## src/hdl/olid_pkg.sv

```systemverilog
// Shared types and constants for the ordered list block.
// No dependencies; used by olid_cell and ordered_list_insert_delete_top.
package olid_pkg;

  localparam int unsigned CAPACITY_DEF = 128;
  localparam int unsigned DATA_W       = 32;
  localparam int unsigned POS_W        = 8;
  localparam int unsigned GROUP        = 16;
  localparam int unsigned GROUP_W      = $clog2(GROUP);

  typedef enum logic [1:0] {
    KIND_APPEND = 2'd0,
    KIND_INSERT = 2'd1,
    KIND_DELETE = 2'd2,
    KIND_LOCATE = 2'd3
  } kind_e;

  typedef enum logic [1:0] {
    ST_OK       = 2'd0,
    ST_FULL     = 2'd1,
    ST_BADPOS   = 2'd2,
    ST_NOTFOUND = 2'd3
  } status_e;

  typedef enum logic [2:0] {
    OP_HOLD,
    OP_WRITE,
    OP_INSERT,
    OP_DELETE,
    OP_MARK_POS,
    OP_MATCH
  } cell_op_e;

  typedef enum logic [1:0] {
    S_IDLE,
    S_SCAN,
    S_FIN
  } state_e;

  // Broadcast command to every cell of the chain.
  typedef struct packed {
    cell_op_e            op;
    logic [DATA_W-1:0]   value;
  } cell_cmd_t;

endpackage

```

## src/hdl/olid_cell.sv

```systemverilog
// One list slot: holds one entry and one flag bit.
// Depends on olid_pkg (cell_cmd_t, cell_op_e, DATA_W).
module olid_cell #(
  parameter int unsigned IDX   = 0,
  parameter int unsigned CNT_W = 8
) (
  input  logic                      clk_i,
  input  logic                      rst_ni,
  input  olid_pkg::cell_cmd_t       cmd_i,
  input  logic [CNT_W-1:0]          pos_i,
  input  logic [CNT_W-1:0]          cnt_i,
  input  logic [olid_pkg::DATA_W-1:0] left_i,
  input  logic [olid_pkg::DATA_W-1:0] right_i,
  output logic [olid_pkg::DATA_W-1:0] data_o,
  output logic                      flag_o
);

  localparam logic [CNT_W-1:0] MY_IDX = CNT_W'(IDX);

  logic [olid_pkg::DATA_W-1:0] data_q, data_d;
  logic                        flag_q, flag_d;

  always_comb begin
    data_d = data_q;
    flag_d = flag_q;
    case (cmd_i.op)
      olid_pkg::OP_WRITE: begin
        if (MY_IDX == pos_i) data_d = cmd_i.value;
      end
      olid_pkg::OP_INSERT: begin
        if (MY_IDX == pos_i)     data_d = cmd_i.value;
        else if (MY_IDX > pos_i) data_d = left_i;
      end
      olid_pkg::OP_DELETE: begin
        if (MY_IDX >= pos_i) data_d = right_i;
      end
      olid_pkg::OP_MARK_POS: flag_d = (MY_IDX == pos_i);
      olid_pkg::OP_MATCH:    flag_d = (data_q == cmd_i.value) && (MY_IDX < cnt_i);
      default: ;
    endcase
  end

  always_ff @(posedge clk_i) begin
    data_q <= data_d;
  end

  always_ff @(posedge clk_i or negedge rst_ni) begin
    if (!rst_ni) begin
      flag_q <= 1'b0;
    end else begin
      flag_q <= flag_d;
    end
  end

  assign data_o = data_q;
  assign flag_o = flag_q;

endmodule

```

## config.mk

```make
export PLATFORM = sky130hd
export DESIGN_NAME = olid_cell
export DESIGN_NICKNAME = d
export VERILOG_FILES = /design/src/hdl/olid_pkg.sv /design/src/hdl/olid_cell.sv
export SDC_FILE = /design/constraint.sdc
export NUM_CORES = 1
export LEC_CHECK = 0
export ABC_CLOCK_PERIOD_IN_PS = 3600
export BUFFER_PORTS_ARGS = -buffer_cell sky130_fd_sc_hd__buf_2
export CORE_AREA = 2 2 100 102
export DETAILED_ROUTE_END_ITERATION = 16
export DIE_AREA = 0 0 102 104
export GPL_TIMING_DRIVEN = 0
export PLACE_DENSITY_LB_ADDON = 0.3
export SYNTH_ARGS = -nofsm -noshare
export SYNTH_HDL_FRONTEND = slang
export SYNTH_SLANG_ARGS = --single-unit
```

## constraint.sdc

```tcl
create_clock -name clk_i -period 3.6 [get_ports clk_i]
set_input_delay 0 -clock clk_i [delete_from_list [all_inputs] [get_ports clk_i]]
set_output_delay 0 -clock clk_i [all_outputs]
set_load 0.01 [all_outputs]
```

==> results.md, run 1 <==
* Power Total at 893.8 uW
* Worst setup margin at 1894 ps
* GRT overflow at 0
* DRC at 0
* Required @ worst endpoint at 3590 ps
* Die Span X at 102 um
* First-pass GRT wire length at 12720 um
* Commonest non-fill, non-tap cells in the layout: 150 x buf_2, 35 x a22oi_1, 32 x edfxtp_1, 30 x a22oi_2, 30 x o21ai_1
* Switching power at 241.6 uW
* Starting DRC count in detailed routing at 78
* DRT Pass-1 Iters at 4
* M3 GR Usage at 3.159%
* Final core utilization at 35.48%
* Cell Int Power at 652.1 uW
* Yosys top cell area share at 40.92%
* Crit path max fanout at 14
* Finish-stage setup viols at 0
* Status: completed
* Worst slack at placement at 1534 ps
* DP HPWL at 6598 um
* FMAX at 586.2 MHz
* Register area at 985.9 um^2
* CTS tree: done
* Worst-margin pin slew at 786.6 ps
* Diode count at 0
* M1 GR Usage at 19.92%
* Core area at 9549 um^2
* Layout cells sized above 1 at 54.40%
* Die area at 10610 um^2
* Cell taking the most area after synthesis: edfxtp_1
* CP arrival at 1690 ps
* Top area cells in the synthesized netlist: edfxtp_1 41%, a22oi_2 16%, a22oi_1 11%, o21ai_1 6.4%, xnor2_1 6.0%
* Syn Area/Cell at 11.46 um^2
* CTS Buf Count at 5
* Worst-skew pair later-pin latency at 280 ps
* Synth Warn # at 0
* Final Max Slew Viols at 0
* Max-Cap Viols at 0
* Yosys reg bits at 33
* GR met2 Demand/Resource at 26.93%
* WS Path Type: in2reg
* GRT Total Usage at 15.63%
* Combinational cell fraction of total power at 22.1%
* Final hold violation count at 0
* Area occupied by multi-input gates at 1267 um^2
* Number of fill cells in the layout at 1023
* Tcrit/Tclk final at 47.39%
* Port-buffer cells at 149
* CTS max path bufs at 2
* Vias in the first global route at 2476
* Clock Skew at 7.856 ps
* Via count at 2376
* Fin crit period at 1706 ps
* Mapped Area at 2349 um^2
* Die Y-Extent at 104 um
* Hold Path Class: in2reg
* Post-synthesis sequential area ratio at 41.98%
* DR WL/cell at 16.81 um
* Largest net degree at the start of global routing at 15
* Worst VDD drop at 0.0001040 V
* Syn nets at 322
* Switching Fraction at 27.04%
* Placed Cells at 489
* # H-tree levels at 2
* Starting density of the core at 24.59%
* Total routed wirelength at 8354 um
* Row cnt at 36
* CTS clk-pin slew, worst paths at 70 ps
* P_leak at 0.001306 uW
* Clock power share at 30.3%
* Final ANT Viol Nets at 0
* Share of power burned in registers at 47.6%
* Boundary Pins at 150
* Initial antenna violation count at 0
* GRT Max-Usage Layer: met2
* Clk sink count at 33
* Vias per cell at 4.781
* Min Hold Slack at 23.20 ps
* CP Capture Type: flip-flop
* Clk root buf: clkbuf_8
* Post-Syn Instances at 205
* Most common cell after layout, fill and taps aside: buf_2
* Layout area overhead at 44.27%
* Distinct cells, synth at 22
* Non-Filler Instances at 497
* RSZ-0062 raised after global routing: false
* Nets at 481
* Slew HR at 47.16%
* GP Congestion at 0.7566
* CP startpoint kind: input pin
* Power Dens Cells at 263.8 nW/um^2
[cell type report]
| class | count | share of cell area [%] |
|---|---|---|
| multi-input cells | 155 | 37.41 |
| inverters | 1 | 0.1108 |
| clock buffers | 6 | 2.142 |
| repair buffers | 152 | 23.08 |
| clock inverters | 1 | 0.1108 |
| plain buffers | 16 | 3.139 |
| well taps | 133 | 4.911 |
| flip-flops and latches | 33 | 29.10 |
[synthesized netlist by cell type, drive strengths merged]
| library cell | number |
|---|---|
| buf | 7 |
| a22oi | 65 |
| nand3 | 2 |
| nor3 | 1 |
| nand4 | 4 |
| o21ai | 33 |
| nand2b | 2 |
| xnor2 | 16 |
| dfrtp | 1 |
| clkbuf | 9 |
| nor2 | 6 |
| or4 | 4 |
| inv | 1 |
| nor4 | 6 |
| xor2 | 16 |
| edfxtp | 32 |
[final timing paths]
path	start	end	slack [ps]	cells past startpoint
min in group asynchronous	rst_ni	flag_o$_DFFE_PN0P_	40	2
max	pos_i[5]	data_o[16]$_DFFE_PP_	1890	4
min reg2reg	flag_o$_DFFE_PN0P_	flag_o$_DFFE_PN0P_	520	2
min	right_i[7]	data_o[7]$_DFFE_PP_	20	3
max reg2reg	data_o[27]$_DFFE_PP_	flag_o$_DFFE_PN0P_	2040	5
max in group asynchronous	rst_ni	flag_o$_DFFE_PN0P_	3480	2
[flip-flops by register name, summed over array words and instances, names as in the netlist]
signal and flops:
data_o 32, flag_o 1
[kinds of logic after synthesis]
| group | count (synthesis) | share of synthesized area, % |
|---|---|---|
| compound gates | 98 | 34.20 |
| flops | 33 | 41.98 |
| xor+xnor | 32 | 11.93 |
| simple gates | 25 | 7.192 |
| buf+inv | 17 | 4.688 |
[routing by layer]
metal | vias to the layer above | routed length [um]
met5 | - | 0
met4 | 0 | 60
met3 | 4 | 461
met2 | 93 | 4058
met1 | 1135 | 3773
li1 | 1144 | -
[power groups by stage]
stage	Combinational (uW)	Clock [uW]	Sequential, uW
2_1_floorplan	87.5	0	435
3_3_place_gp	193	0	434
3_5_place_dp	198	0	434
4_1_cts	200	281	426
5_1_grt	218	295	426
6_report	197	271	426
[through the flow]
step	cell area, um^2	setup TNS (ps)
after floorplan	2355	0
after CTS	3388	0
after detailed placement	3302	0
after global placement	3267	-18150
after global routing	3388	0
final	3388	0
[critical path, stage by stage]
cell and delay (ps):
buf_2 90, or4_4 580, nor4_4 730, buf_6 280
[what timing repair did]
item,CTS,global route
hold buffers,1,0
hold endpoints to repair,1,0
setup buffers,0,0
gates resized for setup,0,0
Power figures use the tool's default switching activity.
==> run 2, diff against run 1 <==
--- a/config.mk
+++ b/config.mk
@@ -5,7 +5,7 @@
 export SDC_FILE = /design/constraint.sdc
 export NUM_CORES = 1
 export LEC_CHECK = 0
-export ABC_CLOCK_PERIOD_IN_PS = 3600
+export ABC_CLOCK_PERIOD_IN_PS = 1600
 export BUFFER_PORTS_ARGS = -buffer_cell sky130_fd_sc_hd__buf_2
 export CORE_AREA = 2 2 100 102
 export DETAILED_ROUTE_END_ITERATION = 16
==> constraint.sdc (replaced) <==
create_clock -name clk_i -period 1.6 [get_ports clk_i]
set_input_delay 0 -clock clk_i [delete_from_list [all_inputs] [get_ports clk_i]]
set_output_delay 0 -clock clk_i [all_outputs]
set_load 0.01 [all_outputs]
==> run 2 against run 1 <==
Clock power increased to 2.9 times the previous value. Critical path depth increased by 1. Worst hold slack got worse by 11 ps.
==> results.md, run 2 (synthesized netlist as in run 1, its figures left out) <==
* Crit path max fanout at 2 (was 14)
* Total routed wirelength at 8198 um (was 8354 um)
* CTS clk-pin slew, worst paths at 80 ps (was 70 ps)
* Initial antenna violation count at 0 (unchanged)
* CP Capture Type: flip-flop (unchanged)
* Setup tns final at 0 ps (unchanged)
* Core area at 9549 um^2 (unchanged)
* Layout area overhead at 47.95% (was 44.27%)
* Commonest non-fill, non-tap cells in the layout: 150 x buf_2, 35 x a22oi_1, 32 x edfxtp_1, 30 x a22oi_2, 30 x o21ai_1 (unchanged)
* Nets at 486 (was 481)
* Worst setup margin at 108.1 ps (was 1894 ps)
* Placed Cells at 489 (unchanged)
* Clk sink count at 33 (unchanged)
* DRC at 0 (unchanged)
* Required @ worst endpoint at 1800 ps (was 3590 ps)
* Die Span X at 102 um (unchanged)
* Vias in the first global route at 2277 (was 2476)
* First-pass GRT wire length at 11940 um (was 12720 um)
* Clk root buf: clkbuf_8 (unchanged)
* GRT Total Usage at 14.92% (was 15.63%)
* Die area at 10610 um^2 (unchanged)
* GRT overflow at 0 (unchanged)
* RSZ-0062 raised after global routing: false (unchanged)
* Row cnt at 36 (unchanged)
* Slew HR at 61.61% (was 47.16%)
* CTS max path bufs at 2 (unchanged)
* Critical Path Max Stage Delay at 410 ps (was 730 ps)
* Finish-stage setup viols at 0 (unchanged)
* Diode count at 0 (unchanged)
* DR WL/cell at 16.30 um (was 16.81 um)
* Via count at 2376 (unchanged)
* Worst-margin pin slew at 575.8 ps (was 786.6 ps)
* WS Path Type: reg2reg (was in2reg)
* Hold Path Class: in2reg (unchanged)
* Port-buffer cells at 149 (unchanged)
* P_leak at 0.001352 uW (was 0.001306 uW)
* Die Y-Extent at 104 um (unchanged)
* Final core utilization at 36.39% (was 35.48%)
* Final ANT Viol Nets at 0 (unchanged)
* Vias per cell at 4.724 (was 4.781)
* CTS Buf Count at 5 (unchanged)
* Boundary Pins at 150 (unchanged)
* Power Dens Cells at 631.7 nW/um^2 (was 263.8 nW/um^2)
* # H-tree levels at 2 (unchanged)
* CP arrival at 1690 ps (about the same)
* Starting DRC count in detailed routing at 84 (was 78)
* Starting density of the core at 24.59% (unchanged)
* CTS tree: done (unchanged)
* Clock Skew at 13.61 ps (was 7.856 ps)
* Worst VDD drop at 0.0004367 V (was 0.0001040 V)
* Worst path bufs/invs at 0 (was 2)
* Worst-skew pair later-pin latency at 290 ps (was 280 ps)
* Non-Filler Instances at 503 (was 497)
* Worst-path cell with the longest stage delay: edfxtp_1 (was nor4_4)
* Worst slack at placement at -260.8 ps (was 1534 ps)
* Worst-path cell chain: xnor2_1 > nand4_1 > nor4_2 > nand3_1 > o21ai_0 (was buf_2 > or4_4 > nor4_4 > buf_6)
* Fin crit period at 1492 ps
* Tcrit/Tclk final at 93.24%
* GP Congestion at 0.7058 (was 0.7566)
* Crit-path leading delay family: simple AND/OR/NAND/NOR gates (unchanged)
* FMAX at 670.3 MHz
* DRT Pass-1 Iters at 4 (unchanged)
* Layout cells sized above 1 at 55.68% (was 54.40%)
* DP HPWL at 6360 um (was 6598 um)
* Final hold violation count at 0 (unchanged)
* Max reg flops at 32 (unchanged)
* Largest net degree at the start of global routing at 15 (unchanged)
* Min Hold Slack at 11.75 ps (was 23.20 ps)
* CP startpoint kind: flip-flop (was input pin)
* Max-Cap Viols at 0 (unchanged)
* Status: completed (unchanged)
* Final Max Slew Viols at 0 (unchanged)
* Most common cell after layout, fill and taps aside: buf_2 (unchanged)
-- run 2: layer usage --
layer | global-route usage (%) | part of all wire, % | wire length [um] | vias to the layer above
met1 | 18.90 | 42 | 3480 | 1113
met4 | 3.143 | 0.83 | 68 | 0
li1 | - | - | - | 1157
met3 | 2.957 | 6.5 | 536 | 7
met2 | 25.99 | 50 | 4112 | 99
met5 | 0 | 0 | 0 | -
-- run 2: area by class of cell --
type	instances	area [um^2]
tap	133	166.4
clock inverter	2	33.78
sequential	33	985.9
multi-input combinational	155	1287
timing repair buffer	157	818.3
fill	1011	6075
clock buffer	6	72.57
buffer	16	106.4
inverter	1	3.754
-- run 2: worst paths after layout --
path	cells after the start	to	startpoint	slack, ps
max	5	flag_o$_DFFE_PN0P_	data_o[10]$_DFFE_PP_	110
min	3	data_o[31]$_DFFE_PP_	right_i[31]	10
max reg2reg	5	flag_o$_DFFE_PN0P_	data_o[10]$_DFFE_PP_	110
min reg2reg	2	flag_o$_DFFE_PN0P_	flag_o$_DFFE_PN0P_	530
max in group asynchronous	2	flag_o$_DFFE_PN0P_	rst_ni	1490
min in group asynchronous	2	flag_o$_DFFE_PN0P_	rst_ni	30
-- run 2: where the power goes --
group	total [uW]	internal, uW	leakage (uW)	switching, uW
registers	958	957	0.000294	0.890
clock network	789	460	0.0000528	329
logic	448	219	0.00101	228
-- run 2: repair_timing --
action / CTS / global route
hold endpoints to repair: 2 / 0
setup endpoints to repair: 1 / 19
pin swaps: 0 / 1
resized for setup: 1 / 2
hold buffers: 2 / 0
buffers inserted: 0 / 4
-- run 2: worst reg2reg max path: stages, from the launching register on --
cell,delay [ps]
edfxtp_1,410
xnor2_1,250
nand4_1,160
nor4_2,310
nand3_1,100
o21ai_0,170
-- run 2: metrics by stage --
stage | total power [uW] | area (um^2)
6_report | 2195 | 3475
3_3_place_gp | 1416 | 3276
5_1_grt | 2298 | 3475
2_1_floorplan | 1176 | 2364
4_1_cts | 2228 | 3431
3_5_place_dp | 1424 | 3298
